<file path="config.mk">
export PLATFORM = sky130hd
export DESIGN_NAME = grid_box_region_allocator_core
export DESIGN_NICKNAME = d
export VERILOG_FILES = /design/src/design/gbra_pkg.sv /design/src/design/grid_box_region_allocator_core.sv /design/src/design/gbra_table.sv /design/src/design/gbra_geom.sv
export SDC_FILE = /design/constraint.sdc
export NUM_CORES = 2
export LEC_CHECK = 0
export BUFFER_PORTS_ARGS = -buffer_cell sky130_fd_sc_hd__buf_2
export CAP_MARGIN = 20
export CORE_UTILIZATION = 55
export DETAILED_ROUTE_END_ITERATION = 10
export PLACE_DENSITY_LB_ADDON = 0.12
export SLEW_MARGIN = 20
export SYNTH_ARGS = -nofsm -noshare
export SYNTH_HDL_FRONTEND = slang
export SYNTH_SLANG_ARGS = --single-unit
</file>
<file path="constraint.sdc">
create_clock -name clk_i -period 7.1 [get_ports clk_i]
set_input_delay 0.355 -clock clk_i [delete_from_list [all_inputs] [get_ports clk_i]]
set_output_delay 0.355 -clock clk_i [all_outputs]
set_load 0.03 [all_outputs]
</file>
<file path="src/design/gbra_pkg.sv">
// Package for the grid box region allocator.
// Holds the beat payload types, table entry type, codes and helper functions.
// No dependencies.
package gbra_pkg;

  localparam int CoordBits   = 10;
  localparam int SizeBits    = CoordBits + 1;
  localparam int GridRegBits = 11;
  localparam int OwnerBits   = 8;
  localparam int CfgIdxBits  = 2;
  localparam int DefMaxBoxes = 16;

  localparam logic [SizeBits-1:0] GridCap = SizeBits'(1) << CoordBits;

  typedef enum logic [1:0] {
    ModeAlloc   = 2'd0,
    ModeFirstFit = 2'd1,
    ModeRelease = 2'd2,
    ModeQuery   = 2'd3
  } mode_e;

  typedef enum logic [2:0] {
    StOk       = 3'd0,
    StBounds   = 3'd1,
    StOverlap  = 3'd2,
    StNoFree   = 3'd3,
    StNotFound = 3'd4,
    StFull     = 3'd5
  } status_e;

  typedef enum logic [CfgIdxBits-1:0] {
    CfgGridX = 2'd0,
    CfgGridY = 2'd1,
    CfgGridZ = 2'd2
  } cfg_idx_e;

  typedef struct packed {
    logic [1:0]           mode;
    logic [CoordBits-1:0] pos_x;
    logic [CoordBits-1:0] pos_y;
    logic [CoordBits-1:0] pos_z;
    logic [SizeBits-1:0]  extent_x;
    logic [SizeBits-1:0]  extent_y;
    logic [SizeBits-1:0]  extent_z;
    logic [OwnerBits-1:0] owner_id;
  } in_t;

  typedef struct packed {
    status_e              status;
    logic [CoordBits-1:0] box_x;
    logic [CoordBits-1:0] box_y;
    logic [CoordBits-1:0] box_z;
    logic [SizeBits-1:0]  box_size_x;
    logic [SizeBits-1:0]  box_size_y;
    logic [SizeBits-1:0]  box_size_z;
    logic [OwnerBits-1:0] box_owner;
  } out_t;

  typedef struct packed {
    logic [CoordBits-1:0] cx;
    logic [CoordBits-1:0] cy;
    logic [CoordBits-1:0] cz;
    logic [SizeBits-1:0]  sx;
    logic [SizeBits-1:0]  sy;
    logic [SizeBits-1:0]  sz;
    logic [OwnerBits-1:0] owner;
  } entry_t;

  // Results of comparing one stored box against the current request.
  typedef struct packed {
    logic                hit;
    logic                contains;
    logic                match;
    logic [SizeBits-1:0] end_x;
    logic [SizeBits-1:0] end_y;
    logic [SizeBits-1:0] end_z;
  } geom_t;

  function automatic logic [SizeBits-1:0] eff_grid(input logic [GridRegBits-1:0] g);
    logic [SizeBits-1:0] r;
    if (g > GridRegBits'(GridCap)) begin
      r = GridCap;
    end else begin
      r = SizeBits'(g);
    end
    return r;
  endfunction

  function automatic out_t err_out(input status_e st);
    out_t o;
    o = '0;
    o.status = st;
    return o;
  endfunction

endpackage

</file>
<file path="src/design/grid_box_region_allocator_core.sv">
// Grid box region allocator: an ordered table of 3D boxes inside a configured grid.
// Depends on gbra_pkg, gbra_table and gbra_geom.
//
// Each request beat gives one result beat. The table sits in a memory with
// registered read data, and every pass over the table reads each stored box and
// then compares it. Release also moves each later entry down one slot to close
// the gap. First-fit tests candidate corners in z, y, x order: each tested corner
// costs one pass over the table and each step to the next candidate another pass.
// A new request is taken while the previous result still waits in the output
// register. Grid registers reset to 1024.
module grid_box_region_allocator_core
  import gbra_pkg::*;
#(
  parameter int MaxBoxes = DefMaxBoxes
) (
  input  logic                   clk_i,
  input  logic                   rst_ni,
  input  logic                   in_valid_i,
  output logic                   in_ready_o,
  input  in_t                    in_data_i,
  output logic                   out_valid_o,
  input  logic                   out_ready_i,
  output out_t                   out_data_o,
  input  logic                   cfg_valid_i,
  output logic                   cfg_ready_o,
  input  logic [CfgIdxBits-1:0]  cfg_index_i,
  input  logic [GridRegBits-1:0] cfg_data_i
);

  localparam int IdxW = (MaxBoxes > 1) ? $clog2(MaxBoxes) : 1;
  localparam int CntW = $clog2(MaxBoxes + 1);
  localparam logic [CntW-1:0] CntMax = CntW'(MaxBoxes);

  typedef enum logic [2:0] {
    SIdle, SStart, SScanRd, SScanEv, SStore, SMoveRd, SMoveWr, SDone
  } state_e;

  typedef enum logic [2:0] {
    POvl, PHit, PNx, PNy, PNz, PRel, PQry
  } phase_e;

  state_e state_q, state_d;
  phase_e phase_q, phase_d;
  logic [CntW-1:0] idx_q, idx_d, count_q, count_d, idx_inc;
  in_t req_q, req_d;
  logic [CoordBits-1:0] px_q, px_d, py_q, py_d, pz_q, pz_d;
  logic [SizeBits-1:0] best_q, best_d;
  logic found_q, found_d;
  out_t res_q, res_d, out_q, out_d;
  logic out_valid_q, out_valid_d;
  logic [GridRegBits-1:0] grid_x_q, grid_y_q, grid_z_q;

  logic [SizeBits-1:0] eff_x, eff_y, eff_z, lim_x, lim_y, lim_z;
  logic [SizeBits-1:0] ax_end, ax_lim, ax_cur;
  logic size_zero, out_bounds, too_big;

  logic we;
  logic [IdxW-1:0] waddr, raddr;
  entry_t wdata, rdata;
  geom_t geom;

  gbra_table #(
    .Depth(MaxBoxes),
    .IdxW (IdxW)
  ) u_table (
    .clk_i  (clk_i),
    .we_i   (we),
    .waddr_i(waddr),
    .wdata_i(wdata),
    .raddr_i(raddr),
    .rdata_o(rdata)
  );

  gbra_geom u_geom (
    .entry_i(rdata),
    .req_i  (req_q),
    .px_i   (px_q),
    .py_i   (py_q),
    .pz_i   (pz_q),
    .geom_o (geom)
  );

  assign eff_x = eff_grid(grid_x_q);
  assign eff_y = eff_grid(grid_y_q);
  assign eff_z = eff_grid(grid_z_q);
  assign lim_x = eff_x - req_q.extent_x;
  assign lim_y = eff_y - req_q.extent_y;
  assign lim_z = eff_z - req_q.extent_z;

  assign size_zero  = (req_q.extent_x == '0) || (req_q.extent_y == '0) ||
                      (req_q.extent_z == '0);
  // One extra bit keeps the far edge of an oversized box from wrapping.
  assign out_bounds = ((SizeBits+1)'(req_q.pos_x) + (SizeBits+1)'(req_q.extent_x) >
                       (SizeBits+1)'(eff_x)) ||
                      ((SizeBits+1)'(req_q.pos_y) + (SizeBits+1)'(req_q.extent_y) >
                       (SizeBits+1)'(eff_y)) ||
                      ((SizeBits+1)'(req_q.pos_z) + (SizeBits+1)'(req_q.extent_z) >
                       (SizeBits+1)'(eff_z));
  assign too_big    = (req_q.extent_x > eff_x) || (req_q.extent_y > eff_y) ||
                      (req_q.extent_z > eff_z);

  assign idx_inc = idx_q + CntW'(1);

  // Axis under advance during the next-candidate passes.
  always_comb begin
    case (phase_q)
      PNy: begin
        ax_end = geom.end_y;
        ax_lim = lim_y;
        ax_cur = SizeBits'(py_q);
      end
      PNz: begin
        ax_end = geom.end_z;
        ax_lim = lim_z;
        ax_cur = SizeBits'(pz_q);
      end
      default: begin
        ax_end = geom.end_x;
        ax_lim = lim_x;
        ax_cur = SizeBits'(px_q);
      end
    endcase
  end

  assign in_ready_o  = (state_q == SIdle);
  assign cfg_ready_o = 1'b1;
  assign out_valid_o = out_valid_q;
  assign out_data_o  = out_q;

  always_comb begin
    state_d     = state_q;
    phase_d     = phase_q;
    idx_d       = idx_q;
    count_d     = count_q;
    req_d       = req_q;
    px_d        = px_q;
    py_d        = py_q;
    pz_d        = pz_q;
    best_d      = best_q;
    found_d     = found_q;
    res_d       = res_q;
    out_d       = out_q;
    out_valid_d = out_valid_q;
    we          = 1'b0;
    waddr       = idx_q[IdxW-1:0];
    wdata       = rdata;
    raddr       = idx_q[IdxW-1:0];

    if (out_valid_q && out_ready_i) begin
      out_valid_d = 1'b0;
    end

    case (state_q)
      SIdle: begin
        if (in_valid_i) begin
          req_d   = in_data_i;
          state_d = SStart;
        end
      end
      SStart: begin
        idx_d   = '0;
        state_d = SScanRd;
        px_d    = '0;
        py_d    = '0;
        pz_d    = '0;
        found_d = 1'b0;
        case (mode_e'(req_q.mode))
          ModeAlloc: begin
            px_d    = req_q.pos_x;
            py_d    = req_q.pos_y;
            pz_d    = req_q.pos_z;
            phase_d = POvl;
            if (size_zero || out_bounds) begin
              res_d   = err_out(StBounds);
              state_d = SDone;
            end
          end
          ModeFirstFit: begin
            phase_d = PHit;
            if (size_zero) begin
              res_d   = err_out(StBounds);
              state_d = SDone;
            end else if (too_big) begin
              res_d   = err_out(StNoFree);
              state_d = SDone;
            end
          end
          ModeRelease: phase_d = PRel;
          default:     phase_d = PQry;
        endcase
      end
      SScanRd: begin
        if (idx_q == count_q) begin
          // Whole table seen without an early exit.
          idx_d   = '0;
          found_d = 1'b0;
          case (phase_q)
            POvl, PHit: begin
              if (count_q == CntMax) begin
                res_d   = err_out(StFull);
                state_d = SDone;
              end else begin
                state_d = SStore;
              end
            end
            PNx: begin
              if (found_q) begin
                px_d    = best_q[CoordBits-1:0];
                phase_d = PHit;
              end else begin
                px_d    = '0;
                phase_d = PNy;
              end
            end
            PNy: begin
              if (found_q) begin
                py_d    = best_q[CoordBits-1:0];
                phase_d = PHit;
              end else begin
                py_d    = '0;
                phase_d = PNz;
              end
            end
            PNz: begin
              if (found_q) begin
                pz_d    = best_q[CoordBits-1:0];
                phase_d = PHit;
              end else begin
                res_d   = err_out(StNoFree);
                state_d = SDone;
              end
            end
            default: begin
              res_d   = err_out(StNotFound);
              state_d = SDone;
            end
          endcase
        end else begin
          state_d = SScanEv;
        end
      end
      SScanEv: begin
        idx_d   = idx_inc;
        state_d = SScanRd;
        case (phase_q)
          POvl: begin
            if (geom.hit) begin
              res_d   = err_out(StOverlap);
              state_d = SDone;
            end
          end
          PHit: begin
            if (geom.hit) begin
              idx_d   = '0;
              found_d = 1'b0;
              phase_d = PNx;
            end
          end
          PNx, PNy, PNz: begin
            if ((ax_end > ax_cur) && (ax_end <= ax_lim) &&
                (!found_q || (ax_end < best_q))) begin
              best_d  = ax_end;
              found_d = 1'b1;
            end
          end
          PRel: begin
            if (geom.match) begin
              res_d = '{status: StOk, box_x: rdata.cx, box_y: rdata.cy, box_z: rdata.cz,
                        box_size_x: rdata.sx, box_size_y: rdata.sy, box_size_z: rdata.sz,
                        box_owner: rdata.owner};
              idx_d   = idx_q;
              state_d = SMoveRd;
            end
          end
          default: begin
            if (geom.contains) begin
              res_d = '{status: StOk, box_x: rdata.cx, box_y: rdata.cy, box_z: rdata.cz,
                        box_size_x: rdata.sx, box_size_y: rdata.sy, box_size_z: rdata.sz,
                        box_owner: rdata.owner};
              state_d = SDone;
            end
          end
        endcase
      end
      SStore: begin
        we    = 1'b1;
        waddr = count_q[IdxW-1:0];
        wdata = '{cx: px_q, cy: py_q, cz: pz_q, sx: req_q.extent_x, sy: req_q.extent_y,
                  sz: req_q.extent_z, owner: req_q.owner_id};
        count_d = count_q + CntW'(1);
        res_d = '{status: StOk, box_x: px_q, box_y: py_q, box_z: pz_q,
                  box_size_x: req_q.extent_x, box_size_y: req_q.extent_y,
                  box_size_z: req_q.extent_z, box_owner: req_q.owner_id};
        state_d = SDone;
      end
      SMoveRd: begin
        // Close the gap: entry idx+1 moves down to idx.
        raddr = idx_inc[IdxW-1:0];
        if (idx_inc < count_q) begin
          state_d = SMoveWr;
        end else begin
          count_d = count_q - CntW'(1);
          state_d = SDone;
        end
      end
      SMoveWr: begin
        we      = 1'b1;
        waddr   = idx_q[IdxW-1:0];
        wdata   = rdata;
        idx_d   = idx_inc;
        state_d = SMoveRd;
      end
      SDone: begin
        if (!out_valid_q || out_ready_i) begin
          out_valid_d = 1'b1;
          out_d       = res_q;
          state_d     = SIdle;
        end
      end
      default: state_d = SIdle;
    endcase
  end

  always_ff @(posedge clk_i or negedge rst_ni) begin
    if (!rst_ni) begin
      state_q     <= SIdle;
      phase_q     <= POvl;
      idx_q       <= '0;
      count_q     <= '0;
      found_q     <= 1'b0;
      out_valid_q <= 1'b0;
      grid_x_q    <= GridRegBits'(1024);
      grid_y_q    <= GridRegBits'(1024);
      grid_z_q    <= GridRegBits'(1024);
    end else begin
      state_q     <= state_d;
      phase_q     <= phase_d;
      idx_q       <= idx_d;
      count_q     <= count_d;
      found_q     <= found_d;
      out_valid_q <= out_valid_d;
      if (cfg_valid_i) begin
        case (cfg_idx_e'(cfg_index_i))
          CfgGridX: grid_x_q <= cfg_data_i;
          CfgGridY: grid_y_q <= cfg_data_i;
          CfgGridZ: grid_z_q <= cfg_data_i;
          default: ;
        endcase
      end
    end
  end

  always_ff @(posedge clk_i) begin
    req_q  <= req_d;
    px_q   <= px_d;
    py_q   <= py_d;
    pz_q   <= pz_d;
    best_q <= best_d;
    res_q  <= res_d;
    out_q  <= out_d;
  end

endmodule

</file>
<file path="src/design/gbra_table.sv">
// Box table memory: one write port, one read port, registered read data.
// Depends on gbra_pkg for the entry type.
module gbra_table
  import gbra_pkg::*;
#(
  parameter int Depth = DefMaxBoxes,
  parameter int IdxW  = 4
) (
  input  logic            clk_i,
  input  logic            we_i,
  input  logic [IdxW-1:0] waddr_i,
  input  entry_t          wdata_i,
  input  logic [IdxW-1:0] raddr_i,
  output entry_t          rdata_o
);

  entry_t mem [Depth];
  entry_t rdata_q;

  always_ff @(posedge clk_i) begin
    if (we_i) begin
      mem[waddr_i] <= wdata_i;
    end
    rdata_q <= mem[raddr_i];
  end

  assign rdata_o = rdata_q;

endmodule

</file>
<file path="src/design/gbra_geom.sv">
// Compares one stored box with the probe corner, the request box and the query point.
// Depends on gbra_pkg for the entry, request and result types.
module gbra_geom
  import gbra_pkg::*;
(
  input  entry_t               entry_i,
  input  in_t                  req_i,
  input  logic [CoordBits-1:0] px_i,
  input  logic [CoordBits-1:0] py_i,
  input  logic [CoordBits-1:0] pz_i,
  output geom_t                geom_o
);

  logic [SizeBits-1:0] ex, ey, ez;
  logic [SizeBits-1:0] qx, qy, qz;
  logic                ovx, ovy, ovz;
  logic                inx, iny, inz;

  assign ex = SizeBits'(entry_i.cx) + entry_i.sx;
  assign ey = SizeBits'(entry_i.cy) + entry_i.sy;
  assign ez = SizeBits'(entry_i.cz) + entry_i.sz;

  // Far edge of the probe box.
  assign qx = SizeBits'(px_i) + req_i.extent_x;
  assign qy = SizeBits'(py_i) + req_i.extent_y;
  assign qz = SizeBits'(pz_i) + req_i.extent_z;

  assign ovx = (qx > SizeBits'(entry_i.cx)) && (SizeBits'(px_i) < ex);
  assign ovy = (qy > SizeBits'(entry_i.cy)) && (SizeBits'(py_i) < ey);
  assign ovz = (qz > SizeBits'(entry_i.cz)) && (SizeBits'(pz_i) < ez);

  assign inx = (req_i.pos_x >= entry_i.cx) && (SizeBits'(req_i.pos_x) < ex);
  assign iny = (req_i.pos_y >= entry_i.cy) && (SizeBits'(req_i.pos_y) < ey);
  assign inz = (req_i.pos_z >= entry_i.cz) && (SizeBits'(req_i.pos_z) < ez);

  always_comb begin
    geom_o.hit      = ovx && ovy && ovz;
    geom_o.contains = inx && iny && inz;
    geom_o.match    = (entry_i.cx == req_i.pos_x) && (entry_i.cy == req_i.pos_y) &&
                      (entry_i.cz == req_i.pos_z) && (entry_i.sx == req_i.extent_x) &&
                      (entry_i.sy == req_i.extent_y) && (entry_i.sz == req_i.extent_z);
    geom_o.end_x    = ex;
    geom_o.end_y    = ey;
    geom_o.end_z    = ez;
  end

endmodule
</file>
Word-level counts from Yosys, hierarchy flattened
Memory sizes are Yosys's and may differ from the RTL's. A register that Yosys moved wholly into a read port is not among the register bits.
Index checks and enable logic that the tools add are counted.
{"block": "word_totals", "reg_bits": 313, "latchBits": 0, "ramBits": 1136, "romBits": 0, "input_bits": 91, "output_inout_bits": 77, "word_cells": 270, "memories": 1}
{"block": "op_classes", "add_sub_neg": 15, "mul": 0, "n_div": 0, "magnitude_cmp": 25, "eq_ne": 52, "shifts": 0, "n_mux": 79, "bitwise_logic": 0, "n_reduce_logical": 61}
{"memory": "u_table.mem", "depth": 16, "word_bits": 71, "rd": 1, "rd_ports_with_merged_regs": 1, "wr": 1, "line_no": "gbra_table.sv:17", "source": "entry_t mem [Depth];"}
{"operator": "$mux W74", "count": 9}
{"operator": "$pmux W74 S3", "count": 2}
{"operator": "$pmux W74 S4", "count": 1}
{"operator": "$pmux W74 S2", "count": 1}
{"operator": "$mux W10", "count": 11}
{"operator": "$pmux W10 S2", "count": 4}
{"operator": "$mux W71", "count": 1}
{"operator": "$add A10 B11 Y11", "count": 6}
{"operator": "$lt A10 B11 Y1", "count": 6}
{"operator": "$mux W3", "count": 15}
{"operator": "$pmux W3 S3", "count": 5}
{"operator": "$gt A11 B11 Y1", "count": 4}
{"operator": "$pmux W11 S2", "count": 2}
{"operator": "$add A10 B11 Y12", "count": 3}
{"operator": "$gt A12 B11 Y1", "count": 3}
{"operator": "$eq A11 B11 Y1", "count": 3}
{"operator": "$gt A11 B10 Y1", "count": 3}
{"operator": "$gt A11 B11 Y1 const B", "count": 3}
{"operator": "$logic_not A11 Y1", "count": 3}
{"operator": "$mux W11", "count": 3}
{"operator": "$ne A3 B3 Y1 const B", "count": 11}
{"operator": "$sub A11 B11 Y11", "count": 3}
{"operator": "$eq A10 B10 Y1", "count": 3}
{"operator": "$ge A10 B10 Y1", "count": 3}
{"operator": "42 further kinds", "count": 124}

Logic depth before layout (Yosys ltp)
{"block": "logic_depth", "word_depth": 10, "mapped_depth": 20, "ltp_nobuf": 20}

By module
From an unflattened synthesis, not the netlist that was laid out.
{"block": "unflattened", "cells_unflattened": 4175, "hier_area_um2": 66849.1}
{"mod": "gbra_table", "n_inst": 1, "cells_per_inst": 1826, "area_per_inst_um2": 43912.1, "seq_area_each_um2": 35534.1}
{"mod": "grid_box_region_allocator_core", "n_inst": 1, "cells_per_inst": 1649, "area_per_inst_um2": 17409.2, "seq_area_each_um2": 9147.5}
{"mod": "gbra_geom", "n_inst": 1, "cells_per_inst": 700, "area_per_inst_um2": 5527.8, "seq_area_each_um2": 0.0}

Worst setup path before layout
Ideal clock, no wire load.
{"block": "synth_timing", "kind": "flip-flop to flip-flop", "from": "register u_table.rdata_o[31] (netlist name)", "to": "register res_q[0] in the netlist's numbering (enable)", "setup_time_ns": 0.442, "arrival_time_ns": 5.263, "required_ns": 6.658, "path_slack_ns": 1.396, "path_stages_with_launch": 19, "path_buffers": 0, "synth_period_minus_slack_ns": 5.704, "path_cell_list": "dfxtp_1 > ha_1 > a21o_1 > a21oi_1 > o21bai_1 > a21oi_1 > o21ai_0 > a21o_1 > a21oi_1 > xor2_1 > ha_1 > or3_1 > a221oi_1 > o21a_1 > nor4_1 > a221oi_1 > nand2_1 > a311oi_1 > o311a_1"}
{"block": "synth_via", "elab_chain_cells": 7, "elab_cells_between_ends": 17, "classes_between": "add/sub: 1; order compare: 2; eq/ne: 4; reduce/logical: 10"}
{"element": "$add A10 B11 Y11", "line_no": "gbra_geom.sv:19", "source": "assign ex = SizeBits'(entry_i.cx) + entry_i.sx;"}
{"element": "$lt A10 B11 Y1, on equally long branches", "line_no": "gbra_geom.sv:32, gbra_geom.sv:28"}
{"element": "$logic_and A1 B1 Y1, on equally long branches", "line_no": "gbra_geom.sv:32, gbra_geom.sv:28"}
{"element": "$logic_and A1 B1 Y1, on equally long branches (2 in a row)", "line_no": "gbra_geom.sv:38, gbra_geom.sv:37"}
{"element": "$ne A4 B4 Y1 (no line) / $ne A3 B3 Y1 (equally long branches)"}
{"element": "$reduce_and A12 Y1 (no line) (*)"}
{"element": "end signal, assigned", "line_no": "grid_box_region_allocator_core.sv:359", "source": "res_q <= res_d;"}
{"element": "end, declared", "line_no": "grid_box_region_allocator_core.sv:49", "source": "out_t res_q, res_d, out_q, out_d;"}
Mark *: on every way between the ends. The rest lies on a longest branch, timed or not.
A chain may end at the register's enable or synchronous reset.

Worst setup path after layout
{"block": "layout_timing", "from": "register req_q[8] in the netlist's numbering", "to": "register res_q[4] in the netlist's numbering (enable)"}
{"block": "layout_via", "elab_chain_cells": 6, "elab_cells_between_ends": 19, "classes_between": "add/sub: 2; order compare: 3; eq/ne: 5; reduce/logical: 9"}
{"element": "start, declared", "line_no": "grid_box_region_allocator_core.sv:45", "source": "in_t req_q, req_d;"}
{"element": "start signal, assigned", "line_no": "grid_box_region_allocator_core.sv:354", "source": "req_q <= req_d;"}
{"element": "$add A10 B11 Y12 / $add A10 B11 Y11 (equally long branches)", "line_no": "grid_box_region_allocator_core.sv:97, gbra_geom.sv:26"}
{"element": "$gt A12 B11 Y1 / $gt A11 B10 Y1 (equally long branches)", "line_no": "grid_box_region_allocator_core.sv:97, gbra_geom.sv:30"}
{"element": "$logic_or A1 B1 Y1 / $logic_and A1 B1 Y1 (equally long branches)", "line_no": "grid_box_region_allocator_core.sv:96, gbra_geom.sv:30"}
{"element": "$logic_or A1 B1 Y1 / $logic_and A1 B1 Y1 (equally long branches)", "line_no": "grid_box_region_allocator_core.sv:173, gbra_geom.sv:37"}
{"element": "$ne A3 B3 Y1 (no line)"}
{"element": "$reduce_and A12 Y1 (no line) (*)"}
Marked as above.

==> results.md <==
* Outcome: complete, no violations
* Number of synthesized flops with an enable pin at 1398
* Synth top area share at 0.629
* Final Max Tran Viols at 0
* Detailed Route Iter0 Violations at 4238
* Initial core utilization at 0.556
* Post-Syn Area at 66800 µm²
* Reg-to-reg slack, setup at 0.96 ns
* Via density at 6.35
* Root Buffer: clkbuf_16
* Clock Skew at 0.0342 ns
* Clk pin slew, worst setup/hold paths at 0.06 ns
* Antenna violations before repair at 4
* Area post-placement at 70300 µm²
* Synth Warn # at 0
* Crit-path max FO at 50
* Gate power share at 0.403
* Total Nets Final at 4768
* Setup CP Type: flop to flop
* I/O pin cnt at 168
* Mapped Nets at 4367
* Gpl congestion at 1.03
* Worst hold start: cfg_index_i[0]
* Core Rows at 127
* # resized after CTS at 0
* Compound-Gate Fraction of Synth Area at 0.0625
* Fillcell total at 8570
* RSZ-0062 raised after global routing: no
* Die X at 350 µm
* Critical Path Source Type: flop
* Post-CTS Hold Buffers at 88
* Worst relative slew slack at 0.248
* Yosys top cell by area: edfxtp_1
* Switching part of the total power at 0.368
* CP required at 7.60 ns
* DRC errors left at 0
* Worst-Margin Slew at 1.12 ns
* Area growth, synth to finish at 14.5%
* Synthesized flop and latch total at 1520
* PD cells at 485 nW/µm²
* Ys flop type: edfxtp_1
* Sequential area share after synthesis at 0.669
* Port bufs at 166
* Largest cells by area after synthesis: edfxtp_1, mux4_2, ha_1, dfxtp_1, dfrtp_1
* Leakage at 0.0277 µW
* Area share of and/or/nand/nor cells after synthesis at 0.0410
* CORE AREA at 120000 µm²
* Adder and majority gate portion of the synthesized area at 0.0631
* Maxcap violations at 0
* Share of layout cells above drive strength 1 at 0.218
* Final worst-path cycle share at 0.865
* Largest family of logic cells by synthesized area: multiplexers
* Syn Inst Count at 3947
* Worst Setup SP: req_q[8]$_DFFE_PP_
* Mux cell area share after synthesis at 0.126
* Clock network power share at 0.224
* Die area at 123000 µm²
* Sink Count at 1520
* CP Data Arrival Time at 6.64 ns
* CTS buffer count at 155
* Postcts setup bufs at 0
* Global-route wire length before repair at 270000 µm
* Reg power frac at 0.373
* Final WL at 190000 µm
* Largest net degree at the start of global routing at 95
* CTS tree: done
* Fin area at 76400 µm²
* Fin Setup TNS at 0 ns
* Worst R2R Start: req_q[8]$_DFFE_PP_
* Post-DP HPWL at 124000 µm
* Crit path time final at 6.14 ns
* Maximum vdd drop at 0.000420 V
* Multi-input logic area at 21000 µm²
* Vias in the first global route at 38017
* Int Power at 23400 µW
* Final setup viols at 0
* Max Freq at 163 MHz
* Worst Hold Class: primary input to flop
* Net Switching at 13600 µW
* Grt total ovfl at 0
* Clock buffer depth at 3
* Antenna viol nets, final at 0
* Routed vias at 38690
* Tot GR Track Use at 0.314
* Routed WL per cell at 31.1 µm
* Synth async-reset ratio at 0.0336
* Later-pin clock latency in the skew report at 0.82 ns
* Synth Area in XOR/XNOR at 0.0186
* Storage cell area at 44700 µm²
* Average size of a mapped cell at 16.9 µm²
* Endpoints failing hold at 0
* Yosys cell types at 84
* TritonRoute pass-1 iters at 7
* H-tree Lvls at 4
* Chip Height at 350 µm
* Setup crit end kind: flop
## cells in the mapped netlist, types with 18 or more instances
cell,number
a211oi_1,22
a21o_1,59
a21oi_1,166
a22o_1,47
buf_2,26
clkbuf_1,98
dfrtp_1,48
dfxtp_1,71
edfxtp_1,1398
ha_1,316
inv_1,168
mux2_2,37
mux4_2,355
nand2_1,278
nand2b_1,27
nand3_1,38
nand4_1,30
nor2_1,96
nor2b_1,34
nor3_1,22
nor4_1,21
o21a_1,23
o21ai_0,192
o21bai_1,35
o22ai_1,18
xnor2_1,77
xor2_1,63
## cell type report
class / instances / area share
flip-flops and latches: 1520 / 0.585
multi-input cells: 2116 / 0.275
clock buffers: 204 / 0.0561
repair buffers: 384 / 0.0370
well taps: 1612 / 0.0264
clock inverters: 85 / 0.0124
inverters: 171 / 0.00841
diodes: 1 / 0.0000327
## placed cells by master, fill, tap and decap left out, types with 63 or more instances in the layout
cell type	n
nor2_1	77
dfxtp_1	71
a21oi_1	166
xnor2_1	75
dlygate4sd3_1	88
buf_2	166
xor2_1	63
mux4_2	355
inv_1	168
o21ai_0	191
edfxtp_1	1398
ha_1	316
buf_4	119
clkbuf_16	156
nand2_1	278
## power by group through the flow
stage | combinational (µW) | clock [µW] | sequential, µW
floorplan | 9870 | 0 | 13600
global placement | 14500 | 0 | 13900
detailed placement | 14600 | 0 | 14000
CTS | 14800 | 8390 | 13800
global route | 16200 | 8700 | 13900
finish | 14900 | 8290 | 13800
## through the flow
stage / worst slack (ns) / std cells / power [µW] / utilization / hold slack (ns)
final: 0.961 / 6093 / 37000 / 0.636 / 0.0503
after global routing: 0.769 / 6092 / 38800 / 0.636 / 0.0343
after CTS: 1.11 / 6092 / 37000 / 0.636 / 0.0421
after detailed placement: 1.20 / 5715 / 28600 / 0.585 / 0.405
after global placement: 1.33 / 5715 / 28500 / 0.585 / 0.405
after floorplan: 1.40 / 3947 / 23500 / - / 0.0594
## routing by layer
layer,up-vias,routed length [µm],GRT usage
met3,336,16500,0.0623
met4,2,6110,0.103
li1,16496,-,-
met5,-,13,0
met1,19945,79000,0.450
met2,1911,87900,0.486
## final timing paths
path                                            endpoint  depth (start not counted)
worst max-delay path                  res_q[4]$_DFFE_PP_                         19
worst min-delay path            grid_x_q[10]$_DFFE_PN1P_                          3
worst max register to register        res_q[4]$_DFFE_PP_                         19
worst min register to register  out_data_o[46]$_DFFE_PP_                          0
max in group asynchronous        grid_x_q[1]$_DFFE_PN0P_                          3
min in group asynchronous         count_q[4]$_DFFE_PN0P_                          3
## worst max-delay path: stages (launching register included)
cell,delay (ns)
edfxtp_1,0.54
ha_1,0.33
fa_1,0.42
a21o_1,0.18
a21oi_1,0.22
o21ai_0,0.11
a21oi_1,0.23
o21bai_1,0.09
a21oi_1,0.24
xnor2_1,0.16
ha_1,0.27
o21ai_0,0.16
a21oi_1,0.06
o41ai_1,0.90
o2111ai_1,0.26
a211oi_1,0.42
and3_1,0.20
o21ai_0,0.10
o311a_4,0.43
buf_4,0.41
## kinds of logic (layout without fill, tap and decap cells)
group / count (synthesis) / in the layout
flip-flops: 1520 / 1520
AO/OA/AOI/OAI: 659 / 659
AND/OR/NAND/NOR: 591 / 591
multiplexers: 395 / 395
adder cells (fa/ha/maj): 329 / 329
buffers and inverters: 311 / 844
XOR/XNOR: 141 / 141
other: 1 / 2
## registers in the layout, indices dropped and copies added (netlist names)
| signal | count |
|---|---|
| out_data_o | 74 |
| found_q | 1 |
| grid_y_q | 11 |
| req_q | 73 |
| u_table.mem | 1136 |
| grid_z_q | 11 |
| py_q | 10 |
| px_q | 10 |
| res_q | 74 |
| idx_q | 5 |
| best_q | 11 |
| u_table.rdata_o | 71 |
| count_q | 5 |
| grid_x_q | 11 |
| phase_q | 3 |
| pz_q | 10 |
| state_q | 3 |
| out_valid_o | 1 |
Power figures use the tool's default switching activity.
